`src/rtl/core/css_pkg.sv`:
```
// ----------------------------------------------------------------------------
// Camera source sequencer package
// Shared widths, mode codes and register indexes of the sequencer core.
// ----------------------------------------------------------------------------
package css_pkg;

  // Wait counter width (8 to 32)
  localparam int unsigned CountWidth = 16;
  // Compare width covers both the counter and the 16-bit tick registers
  localparam int unsigned CmpWidth   = (CountWidth > 16) ? CountWidth : 16;

  localparam int unsigned ModeWidth  = 3;
  localparam int unsigned CfgIdxW    = 2;
  localparam int unsigned CfgDataW   = 16;

  // Sequencer modes
  localparam logic [ModeWidth-1:0] ModeClear       = 3'd0;
  localparam logic [ModeWidth-1:0] ModeWaitReverse = 3'd1;
  localparam logic [ModeWidth-1:0] ModeRearView    = 3'd2;
  localparam logic [ModeWidth-1:0] ModeWaitRelease = 3'd3;
  localparam logic [ModeWidth-1:0] ModeWaitStop    = 3'd4;
  localparam logic [ModeWidth-1:0] ModeHold        = 3'd5;
  localparam logic [ModeWidth-1:0] ModeFrontView   = 3'd6;
  localparam logic [ModeWidth-1:0] ModeWatch       = 3'd7;

  // Configuration register indexes
  localparam logic [CfgIdxW-1:0] RegStopHold   = 2'd0;
  localparam logic [CfgIdxW-1:0] RegFrontView  = 2'd1;
  localparam logic [CfgIdxW-1:0] RegSpeedCut   = 2'd2;

  // Reset values of the configuration registers
  localparam logic [15:0] StopHoldReset  = 16'd2000;
  localparam logic [15:0] FrontViewReset = 16'd6000;
  localparam logic [7:0]  SpeedCutReset  = 8'd6;

endpackage

```
`src/rtl/core/camera_source_sequencer_core.sv`:
```
// ----------------------------------------------------------------------------
// Camera source sequencer core
// Eight-mode rear/front camera sequencer driven by one tick transaction.
// ----------------------------------------------------------------------------
// One tick transaction enters per clock cycle while in_ready_o is high, and
// each yields exactly one result transaction: the tick is captured in an input
// register, and the mode step (edge detect, a saturating counter increment and
// two compares) runs between that register and the result register. The output
// register and the input register form a two-entry pipe, so a tick is still
// accepted while a finished result waits to be taken. Configuration writes
// are always accepted and take effect on the next tick; write them only
// while no tick is in flight. There is no clearing pass after reset.
module camera_source_sequencer_core
  import css_pkg::*;
(
  input  logic                   clk_i,
  input  logic                   rst_ni,
  // configuration write channel
  input  logic                   cfg_valid_i,
  output logic                   cfg_ready_o,
  input  logic [CfgIdxW-1:0]     cfg_index_i,
  input  logic [CfgDataW-1:0]    cfg_data_i,
  // tick input channel
  input  logic                   in_valid_i,
  output logic                   in_ready_o,
  input  logic                   reverse_level_i,
  input  logic [7:0]             vehicle_speed_i,
  input  logic                   kill_request_i,
  // result channel
  output logic                   out_valid_o,
  input  logic                   out_ready_i,
  output logic                   rear_selected_o,
  output logic                   trigger_on_o,
  output logic                   speed_wanted_o,
  output logic                   front_active_o,
  output logic                   send_strobe_o,
  output logic [ModeWidth-1:0]   mode_now_o
);

  localparam logic [CountWidth-1:0] CountMax = {CountWidth{1'b1}};

  // configuration registers
  logic [15:0] stop_hold_q;
  logic [15:0] front_view_q;
  logic [7:0]  speed_cut_q;

  // input stage
  logic        s1_valid_q;
  logic        s1_rev_q;
  logic [7:0]  s1_speed_q;
  logic        s1_kill_q;

  // sequencer state
  logic [ModeWidth-1:0]  mode_q, mode_d;
  logic                  last_rev_q;
  logic [CountWidth-1:0] cnt_q, cnt_d;
  logic                  rear_q, rear_d;
  logic                  trig_q, trig_d;
  logic                  sw_q, sw_d;
  logic                  fa_q, fa_d;
  logic                  send_d;

  // result stage
  logic                  out_valid_q;
  logic                  out_rear_q, out_trig_q, out_sw_q, out_fa_q, out_send_q;
  logic [ModeWidth-1:0]  out_mode_q;

  logic                  s2_ready;
  logic                  step;
  logic [ModeWidth-1:0]  mode_eff;
  logic [CountWidth-1:0] cnt_inc;
  logic                  cnt_sat;
  logic                  hold_done;
  logic                  view_done;

  assign cfg_ready_o = 1'b1;
  assign s2_ready    = !out_valid_q || out_ready_i;
  assign in_ready_o  = !s1_valid_q || s2_ready;
  assign step        = s1_valid_q && s2_ready;

  // write configuration registers
  always_ff @(posedge clk_i or negedge rst_ni) begin
    if (!rst_ni) begin
      stop_hold_q  <= StopHoldReset;
      front_view_q <= FrontViewReset;
      speed_cut_q  <= SpeedCutReset;
    end else if (cfg_valid_i) begin
      case (cfg_index_i)
        RegStopHold:  stop_hold_q  <= cfg_data_i;
        RegFrontView: front_view_q <= cfg_data_i;
        RegSpeedCut:  speed_cut_q  <= cfg_data_i[7:0];
        default: ;
      endcase
    end
  end

  // capture the tick transaction
  always_ff @(posedge clk_i or negedge rst_ni) begin
    if (!rst_ni) begin
      s1_valid_q <= 1'b0;
    end else if (in_ready_o) begin
      s1_valid_q <= in_valid_i;
    end
  end

  always_ff @(posedge clk_i) begin
    if (in_ready_o && in_valid_i) begin
      s1_rev_q   <= reverse_level_i;
      s1_speed_q <= vehicle_speed_i;
      s1_kill_q  <= kill_request_i;
    end
  end

  // saturating counter increment shared by the hold and watch modes
  assign cnt_sat   = (cnt_q == CountMax);
  assign cnt_inc   = cnt_sat ? cnt_q : cnt_q + 1'b1;
  assign hold_done = (CmpWidth'(cnt_inc) >= CmpWidth'(stop_hold_q)) || (cnt_inc == CountMax);
  assign view_done = (CmpWidth'(cnt_inc) >= CmpWidth'(front_view_q)) || (cnt_inc == CountMax);

  // advance the sequencer by one mode at most
  always_comb begin
    mode_eff = (s1_rev_q && !last_rev_q) ? ModeWaitReverse : mode_q;
    mode_d   = mode_eff;
    cnt_d    = cnt_q;
    rear_d   = rear_q;
    trig_d   = trig_q;
    sw_d     = sw_q;
    fa_d     = fa_q;
    send_d   = 1'b0;
    case (mode_eff)
      ModeClear: begin
        rear_d = 1'b0;
        trig_d = 1'b0;
        sw_d   = 1'b0;
        fa_d   = 1'b0;
        send_d = 1'b1;
        mode_d = ModeWaitReverse;
      end
      ModeWaitReverse: begin
        if (s1_rev_q) mode_d = ModeRearView;
      end
      ModeRearView: begin
        rear_d = 1'b1;
        trig_d = 1'b1;
        sw_d   = 1'b1;
        send_d = 1'b1;
        mode_d = ModeWaitRelease;
      end
      ModeWaitRelease: begin
        if (!s1_rev_q) mode_d = ModeWaitStop;
      end
      ModeWaitStop: begin
        if (s1_speed_q == 8'd0) begin
          cnt_d  = '0;
          mode_d = ModeHold;
        end
      end
      ModeHold: begin
        cnt_d = cnt_inc;
        if (hold_done) mode_d = ModeFrontView;
      end
      ModeFrontView: begin
        rear_d = 1'b0;
        fa_d   = 1'b1;
        send_d = 1'b1;
        cnt_d  = '0;
        mode_d = ModeWatch;
      end
      default: begin
        cnt_d = cnt_inc;
        if (view_done || (s1_speed_q >= speed_cut_q) || s1_kill_q) mode_d = ModeClear;
      end
    endcase
  end

  // update sequencer state
  always_ff @(posedge clk_i or negedge rst_ni) begin
    if (!rst_ni) begin
      mode_q     <= ModeWaitReverse;
      last_rev_q <= 1'b0;
      cnt_q      <= '0;
      rear_q     <= 1'b0;
      trig_q     <= 1'b0;
      sw_q       <= 1'b0;
      fa_q       <= 1'b0;
    end else if (step) begin
      mode_q     <= mode_d;
      last_rev_q <= s1_rev_q;
      cnt_q      <= cnt_d;
      rear_q     <= rear_d;
      trig_q     <= trig_d;
      sw_q       <= sw_d;
      fa_q       <= fa_d;
    end
  end

  // hold the result transaction until taken
  always_ff @(posedge clk_i or negedge rst_ni) begin
    if (!rst_ni) begin
      out_valid_q <= 1'b0;
    end else if (s2_ready) begin
      out_valid_q <= s1_valid_q;
    end
  end

  always_ff @(posedge clk_i) begin
    if (step) begin
      out_rear_q <= rear_d;
      out_trig_q <= trig_d;
      out_sw_q   <= sw_d;
      out_fa_q   <= fa_d;
      out_send_q <= send_d;
      out_mode_q <= mode_d;
    end
  end

  assign out_valid_o     = out_valid_q;
  assign rear_selected_o = out_rear_q;
  assign trigger_on_o    = out_trig_q;
  assign speed_wanted_o  = out_sw_q;
  assign front_active_o  = out_fa_q;
  assign send_strobe_o   = out_send_q;
  assign mode_now_o      = out_mode_q;

  // a send only leaves the clear, rear view or front view modes
  assert property (@(posedge clk_i) disable iff (!rst_ni)
    out_valid_q && out_send_q |->
      (out_mode_q == ModeWaitReverse) || (out_mode_q == ModeWaitRelease) ||
      (out_mode_q == ModeWatch))
    else $error("send strobe with unexpected next mode");

  // the speed request flag follows the trigger
  assert property (@(posedge clk_i) disable iff (!rst_ni) sw_q == trig_q)
    else $error("speed wanted and trigger differ");

  // front view is only reached through rear view, so trigger is on
  assert property (@(posedge clk_i) disable iff (!rst_ni) fa_q |-> trig_q)
    else $error("front active without trigger");

  // input stalls only under output back pressure
  assert property (@(posedge clk_i) disable iff (!rst_ni)
    !in_ready_o |-> out_valid_q && !out_ready_i)
    else $error("input stalled without output back pressure");

endmodule

```
`config.mk`:
```
export PLATFORM = sky130hd
export DESIGN_NAME = camera_source_sequencer_core
export DESIGN_NICKNAME = d
export VERILOG_FILES = /design/src/rtl/core/css_pkg.sv /design/src/rtl/core/camera_source_sequencer_core.sv
export SDC_FILE = /design/constraint.sdc
export NUM_CORES = 1
export LEC_CHECK = 0
export ABC_CLOCK_PERIOD_IN_PS = 10250
export BUFFER_PORTS_ARGS = -buffer_cell sky130_fd_sc_hd__buf_2
export CORE_ASPECT_RATIO = 1.2
export CORE_UTILIZATION = 45
export CTS_CLUSTER_SIZE = 25
export DETAILED_ROUTE_END_ITERATION = 7
export GPL_TIMING_DRIVEN = 0
export HOLD_SLACK_MARGIN = 0.1
export SLEW_MARGIN = 20
export SYNTH_ARGS = -nofsm -noshare
export SYNTH_HDL_FRONTEND = slang
export SYNTH_SLANG_ARGS = --single-unit
export TNS_END_PERCENT = 5
```
`constraint.sdc`:
```
create_clock -name clk_i -period 10.25 [get_ports clk_i]
set_input_delay 0.5125 -clock clk_i [delete_from_list [all_inputs] [get_ports clk_i]]
set_output_delay 0.5125 -clock clk_i [all_outputs]
set_load 0.01 [all_outputs]
```
**Yosys cells after proc, flatten, opt, wreduce, memory -nomap -nowiden**

Index checks and enable logic that the tools add are counted.
W data, S select, Z words.

- $add $sub $neg: 1
- Multipliers: 0
- Div/mod/pow operators: 0
- $lt $le $gt $ge: 3
- Equality and inequality tests: 11
- Shifts and indexed selects: 0
- Muxes and demuxes: 15
- Bitwise gates (word level): 1
- Reductions and logical operators: 22

Operators with widths:

| cell | count |
|---|---|
| $pmux W16 S3 | 1 |
| $eq A16 B16 Y1 const B | 2 |
| $ge A16 B16 Y1 | 2 |
| $mux W16 | 2 |
| $pmux W3 S7 | 1 |
| $mux W3 | 6 |
| $add A16 B1 Y16 const B | 1 |
| $eq A3 B3 Y1 const B | 3 |
| $ge A8 B8 Y1 | 1 |
| $logic_not A8 Y1 | 1 |
| $pmux W1 S2 | 4 |
| $eq A3 B2 Y1 const B | 2 |
| $logic_or A1 B1 Y1 | 6 |
| $reduce_and A2 Y1 | 3 |
| $reduce_or A4 Y1 | 1 |
| $eq A3 B1 Y1 const B | 1 |
| $logic_and A1 B1 Y1 | 3 |
| $logic_not A1 Y1 | 3 |
| $logic_not A3 Y1 | 1 |
| $reduce_and A3 Y1 | 1 |
| $reduce_or A3 Y1 | 1 |
| $eq A2 B1 Y1 const B | 1 |
| $eq A2 B2 Y1 const B | 1 |
| $logic_not A2 Y1 | 1 |
| 4 further kinds | 4 |

- Register bits after elaboration: 84
- Latch bits: 0
- Memory bits (writable): 0
- ROM bits: 0
- Input bits: 33
- Word-level logic and storage cells: 74
- Memories kept: 0

**Logic depth before layout (Yosys ltp)**

Gate-level depths: netlist of run 1.

- Depth in word-level cells: 8
- Gate-level depth with buffers: 15
- Mapped depth without buffers: 14

**Worst setup path after synthesis of run 1**

No wires, ideal clock.

- Path kind: reg2reg
- Start point: reg cnt_q[1]
- End point: reg out_mode_q[1] (netlist: mode_now_o[1]), data pin
- Library setup time: 0.259 ns
- Arrival: 3.055 ns
- Path slack: 6.935 ns
- Stages on the path, launching flop included: 16
- Clock period less this slack: 3.315 ns
- Cell sequence: dfrtp_1 -> ha_1 -> nand4_1 -> or4_1 -> buf_2 -> nand2_1 -> xnor2_1 -> ha_1 -> a21oi_1 -> nor2b_1 -> o21ai_0 -> a21oi_1 -> o31ai_1 -> nand4b_1 -> o21a_1 -> or2_1

- Cells in the longest elaborated chain, start to end: 8

RTL lines:

| what | RTL line | text |
|---|---|---|
| start, declared | camera_source_sequencer_core.sv:56 | `logic [CountWidth-1:0] cnt_q, cnt_d;` |
| start signal, assigned | camera_source_sequencer_core.sv:189 | `cnt_q <= cnt_d;` |
| $add A16 B1 Y16 or $eq A16 B16 Y1 (tied branches) | camera_source_sequencer_core.sv:116, camera_source_sequencer_core.sv:115 |  |
| $mux W16 (*) | camera_source_sequencer_core.sv:116 | `assign cnt_inc = cnt_sat ? cnt_q : cnt_q + 1'b1;` |
| $ge A16 B16 Y1 or $eq A16 B16 Y1 (tied branches) | camera_source_sequencer_core.sv:118, camera_source_sequencer_core.sv:117 |  |
| $logic_or A1 B1 Y1 | camera_source_sequencer_core.sv:118 | `assign view_done = (CmpWidth'(cnt_inc) >= CmpWidth'(front_view_q)) \|\| (cnt_inc == CountMax);` |
| $logic_or A1 B1 Y1 (2 in series) | camera_source_sequencer_core.sv:171 | `if (view_done \|\| (s1_speed_q >= speed_cut_q) \|\| s1_kill_q) mode_d = ModeClear;` |
| $mux W3 | camera_source_sequencer_core.sv:171 |  |
| $pmux W3 S7 (*) | camera_source_sequencer_core.sv:130 | `case (mode_eff)` |
| net mode_d[1] | camera_source_sequencer_core.sv:54 | `logic [ModeWidth-1:0] mode_q, mode_d;` |
| end signal, assigned | camera_source_sequencer_core.sv:213 | `out_mode_q <= mode_d;` |
| end, declared | camera_source_sequencer_core.sv:66 | `logic [ModeWidth-1:0] out_mode_q;` |

The timed path passes the listed nets; every way through them passes the cells marked *.
A chain may end at the register's enable or synchronous reset.

**Final worst setup path of run 1**

- Start point: reg cnt_q[3]
- End point: reg out_mode_q[0] (netlist: mode_now_o[0]), data pin

Same word-level chain as after synthesis.

==> metrics.txt, run 1 <==
status=complete, no violations; FF+latch area=around 0.0022 mm2; Clk Latency, worst-skew pair=approximately 0.34 ns; yosys warns=0; first-pass GRT wire length=between 15 and 20 mm; number of buffers and inverters on the critical path=1; Post-Synthesis Cells=a little under 500; Total Die Area=0.0113 mm2; GR Util All Layers=20.4%; FF-to-FF Start=cnt_q[3]$_DFFE_PN0P_; mux contribution to synthesized area=between 7 and 8%; # IOs=44; Wirelength per Cell=between 15 and 20 um; Post-Synth XOR/XNOR Area=under 10%; fill cell count=969; placed cell count=roughly 660; Placement Cell Area=around 0.0053 mm2; Layout Cells excl Fill=a little under 700; Synth Cell Area=about 0.0049 mm2; Post-Synth Adder-Cell Area=about a tenth; number of DRC markers in iteration 0=about 140; Compound-Gate Fraction of Synth Area=between 10% and 20%; register area share after synthesis=45.1%; largest family of logic cells by synthesized area=simple AND/OR/NAND/NOR gates; CP max stage cell=nor3_1; post-route setup TNS=0 ns; CP Launch Type=flop; largest net degree at the start of global routing=39; vias in the first global route=~3,700; Hold Crit Class=input pin to asynchronous set/reset pin; initial core utilization=a little under half; H-tree Lvls=3; reg2reg setup slack=6.11 ns; Clock transition at path regs=0.06 ns; Top FF cell, synth=dfrtp_1; MaxCap Viol Count=0; slowest cell delay on critical path=between 0.6 and 0.7 ns; num rows=between 40 and 50; Post-synth EDFFs=18; worst slew pin tran=0.683 ns; CTS max path bufs=2; gr busiest metal=met2; final wirelength=around 11 mm; most common library cell in the layout ignoring fill and taps=nand2_1; GR met1 Demand/Resource=25.6%; hold buffers post-CTS=0; most frequent cells in the layout=nand2_1 (51), dfrtp_1 (50), inv_1 (49); Tmin final=roughly 4.1 ns; Critical Path RT=10.42 ns; Max Slew Vio Count=0; CTS tree=done; RSZ-0062 raised after global routing=no; R2R cell count=14; Async S/R FF share, synth=around 79%; GRT overflow=0; Via-to-Cell Ratio=roughly 5.6; DRT Pass-1 Iters=4; multi-input combinational cell area=about 0.0024 mm2; period utilization=40.4%; Max Fclk=241 MHz; core area=approximately 0.011 mm2; Area Growth Syn to Fin=14.0%; crit path cell chain=clkbuf_1 > nand2_1 > nor3_1 > o311ai_0 > o21a_1 > ha_1 > a21oi_1 > nor2b_1 > o21ai_0 > a21oi_1 > o31ai_1 > nand4b_1 > o32a_1 > o21ai_0; synthesized flop and latch total=84; clock root buffer=clkbuf_16; Ant. Diodes=0; Mapped Avg Cell Area=between 10 and 15 um2; Setup crit end kind=flop; Nets=615; Post-Syn Nets=561; antenna violations before repair=0; Setup Buffers After CTS=0; gp weighted congestion=0.858; DIE WIDTH=97.3 um; CP delay by family, top=compound AO/OA/AOI/OAI gates; design area=roughly 0.0056 mm2; CP max FO=10; PD cells=roughly 190 mW/mm2; drt drc=0; grt met2 use=around a third; Final Util=a little over half; CTS sink cnt=84; Final ANT Viol Nets=0; reg-to-reg endpoint=mode_now_o[0]$_DFFE_PP_; relative slew slack=between 50 and 60%; critical path class=flop to flop; Pleak=between 0.002 and 0.003 uW; M3 GR Usage=roughly 3.8%; hpwl dp=approximately 8.3 mm; maximum VDD drop=approximately 0.14 mV; Port-buffer cells=42; Fin Clk Skew=between 0.007 and 0.008 ns; Worst EP arrival=~4.3 ns; synth unique cells=58; Via Count=3,777; final setup fails=0; simple-gate area share of the yosys netlist=between 15 and 20%; Die Span Y=116 um; layout cell share with drive strength beyond 1=between 20% and 30%; cts repair resizes=0; Final Hold Fails=0; Num CTS Buffers=9
[per-layer routing]
layer	wire length, um	vias to the layer above
met5	0	-
met4	355	0
met3	422	27
met2	5260	87
met1	4930	1805
li1	-	1858
[registers in the layout, summed over array words and instances, names as in the netlist, 3 cells and up]
| name | count |
|---|---|
| cnt_q | 16 |
| front_view_q | 16 |
| stop_hold_q | 16 |
| s1_speed_q | 8 |
| speed_cut_q | 8 |
| mode_now_o | 3 |
| mode_q | 3 |
[synth_stat cells, types with 2 or more instances]
cell type | number | area, um2
nand2_1 | 51 | 191
dfrtp_1 | 50 | 1250
inv_1 | 49 | 184
ha_1 | 41 | 513
o21ai_0 | 33 | 165
mux2_2 | 31 | 349
a21oi_1 | 23 | 115
edfxtp_1 | 18 | 541
nand3_1 | 18 | 90.1
nor2_1 | 17 | 63.8
dfstp_2 | 16 | 420
clkbuf_1 | 11 | 41.3
nand4_1 | 11 | 68.8
nand2b_1 | 10 | 62.6
a21o_1 | 8 | 60.1
nor4_1 | 7 | 43.8
xnor2_1 | 7 | 61.3
a22o_1 | 6 | 52.6
buf_2 | 6 | 30.0
nor3_1 | 6 | 30.0
o31ai_1 | 6 | 45.0
o21a_1 | 5 | 37.5
and3_1 | 4 | 25.0
and2_1 | 3 | 18.8
nand3b_1 | 3 | 22.5
nor2b_1 | 3 | 18.8
o41ai_1 | 3 | 26.3
a211o_1 | 2 | 17.5
a31oi_1 | 2 | 12.5
and4_1 | 2 | 17.5
buf_4 | 2 | 15.0
nand4b_1 | 2 | 17.5
nor3b_1 | 2 | 15.0
nor4_4 | 2 | 42.5
o221ai_1 | 2 | 17.5
o31a_1 | 2 | 17.5
or3_1 | 2 | 12.5
[where the power goes]
part | switching [uW] | total (uW) | internal, uW
clock | 129 | 316 | 187
sequential | 35.5 | 455 | 419
combinational | 172 | 300 | 127
total | 337 | 1070 | 734
[area by class of cell]
type                            count  area share [%]
Clock buffer                        9            4.03
Sequential cell                    84            39.6
Inverter                           49            3.29
Clock inverter                      7            1.16
Timing Repair Buffer               43            4.16
Buffer                             20            1.75
Multi-Input combinational cell    334            43.1
Tap cell                          129            2.89
[how the worst max path moves through the flow]
| stage | startpoint | to | slack (ns) | cells after the start |
|---|---|---|---|---|
| after detailed placement | cnt_q[1]$_DFFE_PN0P_ | mode_now_o[0]$_DFFE_PP_ | 6.24 | 15 |
| after floorplan | cnt_q[1]$_DFFE_PN0P_ | mode_now_o[1]$_DFFE_PP_ | 6.94 | 15 |
| final | cnt_q[3]$_DFFE_PN0P_ | mode_now_o[0]$_DFFE_PP_ | 6.11 | 14 |
| after global placement | cnt_q[1]$_DFFE_PN0P_ | mode_now_o[0]$_DFFE_PP_ | 6.21 | 15 |
| after CTS | cnt_q[1]$_DFFE_PN0P_ | mode_now_o[0]$_DFFE_PP_ | 6.21 | 15 |
| after global routing | cnt_q[3]$_DFFE_PN0P_ | mode_now_o[0]$_DFFE_PP_ | 5.85 | 14 |
[logic make-up (layout without fill, tap and decap cells)]
group,count (synthesis),count (layout)
adder cells (fa/ha/maj),41,41
other,1,1
flip-flops,84,84
multiplexers,32,32
XOR/XNOR,7,7
buffers and inverters,69,128
AND/OR/NAND/NOR,150,150
AO/OA/AOI/OAI,103,103
[metrics by stage]
stage               total power [uW]  setup WS (ns)  hold WS [ns]
floorplan                        663           6.94         0.217
global placement                 746           6.21         0.455
detailed placement               758           6.24         0.462
CTS                             1080           6.21         0.106
global route                    1140           5.85         0.122
finish                          1070           6.11        0.0970
Note: power is estimated with default switching activity, not from simulation.
==> run 2: changes to the inputs <==
ABC_AREA = 1   (was unset)
ABC_CLOCK_PERIOD_IN_PS = 3990   (was 10250)
clock period = 3.99 ns   (was 10.25 ns; I/O delays follow)
==> run 2 against run 1 <==
Synthesized area increased by 0.26%. Synthesized cell count up 28%. Cell area rose by 2.8%. Critical path depth rose by 4. Register-to-register slack got worse by 5.1 ns. Worst hold slack improved by 0.011 ns. Worst setup slack got worse by 5.1 ns. Die area is 0.25% higher. Sequential share of layout area is 1.1 points lower. Core utilization increased by 1.5 points. Total power rose to 3.4 times the previous value. Combinational power increased to 5.1 times the previous value.
==> metrics.txt, run 2 <==
Post-Synthesis Cells=622 (+28%); GR Util All Layers=21.5% (+1.1 points); first-pass GRT wire length=19.0 mm (+4.8%); Post-Syn Nets=696 (+24%); Reg power frac=35.9% (-6.6 points); reg-to-reg endpoint=mode_now_o[1]$_DFFE_PP_; Critical Path RT=4.08 ns (-6.34 ns); internal power=2200 uW (+200%); post-route setup TNS=0 ns (unchanged); PD cells=643 mW/mm2 (+240%); sw frac=40.5% (+9.0 points); Final WS setup=0.966 ns (-5.14 ns); Setup crit end kind=flop; GRT overflow=0 (unchanged); vias in the first global route=4,105 (+11%); most common library cell in the layout ignoring fill and taps=nand2_1; Clk network pwr share=22.4% (-7.1 points); # IOs=44 (unchanged); final wirelength=11.1 mm (+1.2%); Clk Latency, worst-skew pair=0.34 ns (about the same); Final ANT Viol Nets=0 (unchanged); metal3 WL=241 um (-43%); Via Count=4,129 (+9.3%); period utilization=75.8% (+35 points); Post-synth EDFFs=18 (unchanged); cts repair resizes=0 (unchanged); Mapped Avg Cell Area=7.90 um2 (-22%); simple-gate area share of the yosys netlist=23.5% (+7.3 points); Async S/R FF share, synth=78.6% (unchanged); Via-to-Cell Ratio=5.01 (-10%); Hold Crit Class=input pin to flop; Die Span Y=116 um (+0.12%); Top FF cell, synth=dfrtp_1; largest family of logic cells by synthesized area=simple AND/OR/NAND/NOR gates; Post-Synth XOR/XNOR Area=0.534% (-0.72 points); Max Slew Vio Count=0 (unchanged); Nets=764 (+24%); yosys warns=0 (unchanged); drt drc=0 (unchanged); Place WS=1.00 ns (-5.24 ns); core area=0.0106 mm2 (unchanged); CTS max path bufs=2 (unchanged); Synth Cell Area=0.00492 mm2 (+0.26%); Setup Buffers After CTS=0 (unchanged); Post-Synth Adder-Cell Area=10.4% (-0.027 points); hpwl dp=8.50 mm (+2.1%); count leader, synth=nand2_1; Commonest cells post-synth=nand2_1 (168), inv_1 (112), o21ai_0 (67); worst setup path end=mode_now_o[1]$_DFFE_PP_; largest net degree at the start of global routing=35 (-10%); clock root buffer=clkbuf_16; worst slew pin tran=0.580 ns (-0.102 ns); Wirelength per Cell=13.5 um (-17%); relative slew slack=61.1% (+6.9 points); layout cell share with drive strength beyond 1=13.7% (-7.9 points); Comb power frac=41.7% (+14 points); register area share after synthesis=45.0% (-0.11 points); most frequent cells in the layout=nand2_1 (168), inv_1 (112), o21ai_0 (67); final setup fails=0 (unchanged); Net Switching=1490 uW (+340%); CP max FO=10 (unchanged); initial core utilization=46.5% (+0.12 points); DRT Pass-1 Iters=4 (unchanged); hold buffers post-CTS=14 (+14); Total Die Area=0.0113 mm2 (+0.25%); post-synth top area share=25.5% (-0.065 points); CP Launch Point=cnt_q[0]$_DFFE_PN0P_; Clock transition at path regs=0.06 ns (about the same); Port-buffer cells=42 (unchanged); reg2reg setup slack=0.97 ns (-5.14 ns); DIE WIDTH=97.4 um (+0.12%); num rows=41 (unchanged); CP Launch Type=flop; Area Growth Syn to Fin=16.8%; largest cells by area after synthesis=dfrtp_1 (25%), nand2_1 (13%), edfxtp_1 (11%); CTS tree=done; antenna violations before repair=0 (unchanged); gp weighted congestion=0.904 (+5.3%); Post-Route M1 WL=5.02 mm (+1.9%); MaxCap Viol Count=0 (unchanged); Top Layer Used=met4; synthesized flop and latch total=84 (unchanged); synth unique cells=34 (-41%); critical path class=flop to flop; Max Fclk=331 MHz (+37%); WL met2=5.50 mm (+4.5%); maximum VDD drop=0.275 mV (+100%); Num CTS Buffers=9 (unchanged); status=complete, no violations; Fin Clk Skew=0.00573 ns (-0.00188 ns); Compound-Gate Fraction of Synth Area=10.2% (-3.4 points); H-tree Lvls=3 (unchanged); Pleak=0.00292 uW (+13%); RSZ-0062 raised after global routing=no; Largest regs=cnt_q: 16 flops, front_view_q: 16 flops, stop_hold_q: 16 flops; number of DRC markers in iteration 0=176 (+28%); R2R cell count=18 (+4); Ant. Diodes=0 (unchanged); Tmin final=3.02 ns (-1.12 ns); FF-to-FF Start=cnt_q[0]$_DFFE_PN0P_; CTS sink cnt=84 (unchanged); mux contribution to synthesized area=0% (-7.4 points); Worst EP arrival=3.11 ns (-1.20 ns); Final Hold Fails=0 (unchanged); biggest area consumer among synthesized cells=dfrtp_1
==> run 2: cell type report <==
cell class	count	area (um2)
buffer	15	70.1
clock buffer	10	229
clock inverter	6	63.8
fill	1016	4820
inverter	115	432
multi-input combinational	408	2200
sequential	84	2210
tap	129	161
timing repair buffer	57	373
==> run 2: power groups by stage <==
stage | logic, uW | clock network, uW | registers (uW)
after floorplan | 1130 | 0 | 1310
after global placement | 1480 | 0 | 1330
after detailed placement | 1530 | 0 | 1340
after CTS | 1560 | 850 | 1320
after global routing | 1820 | 883 | 1360
final | 1540 | 828 | 1330
==> run 2: how the worst min path moves through the flow <==
stage / start / to / slack [ns] / depth (start not counted)
2_1_floorplan: rst_ni / cnt_q[0]$_DFFE_PN0P_ / -0.1 / 0
3_3_place_gp: vehicle_speed_i[0] / s1_speed_q[0]$_DFFE_PP_ / 0.38 / 1
3_5_place_dp: rst_ni / cnt_q[11]$_DFFE_PN0P_ / 0.18 / 1
4_1_cts: cfg_data_i[10] / front_view_q[10]$_DFFE_PN1P_ / 0.10 / 3
5_1_grt: cfg_data_i[10] / stop_hold_q[10]$_DFFE_PN1P_ / 0.11 / 3
6_report: cfg_data_i[10] / front_view_q[10]$_DFFE_PN1P_ / 0.11 / 3
==> run 2: cells by family after synthesis <==
| family | after synthesis |
|---|---|
| AO/OA/AOI/OAI | 97 |
| XOR/XNOR | 3 |
| other | 1 |
| adder cells (fa/ha/maj) | 41 |
| flip-flops | 84 |
| AND/OR/NAND/NOR | 266 |
| buffers and inverters | 130 |
==> run 2: worst max-delay path, stage by stage (launching register included) <==
cell	delay, ns
dfrtp_1	0.40
ha_1	0.29
nand2_1	0.12
nor2_4	0.15
nand2_4	0.09
nor2_4	0.12
inv_2	0.07
buf_6	0.14
nand2_1	0.14
ha_1	0.27
a21oi_1	0.14
o21ai_0	0.11
nand2_1	0.07
nand3_1	0.06
nand2_1	0.05
and3_1	0.21
nand2_1	0.08
a21oi_1	0.17
nand2_2	0.08
==> run 2: metal layers <==
layer / GRT usage [%] / vias to the layer above
met4: 8.82 / 0
met3: 4.37 / 21
met5: 0 / -
met1: 26.3 / 1925
met2: 37.4 / 61
li1: - / 2122
==> run 2: per-stage QoR <==
step | hold WS (ns) | instance area [um2] | power [uW] | instances | util (%)
floorplan | -0.0961 | 4920 | 2440 | 622 | -
global placement | 0.376 | 5290 | 2810 | 793 | 50.0
detailed placement | 0.182 | 5310 | 2870 | 794 | 50.2
CTS | 0.103 | 5740 | 3730 | 824 | 54.3
global route | 0.113 | 5740 | 4070 | 824 | 54.3
finish | 0.108 | 5740 | 3690 | 824 | 54.3
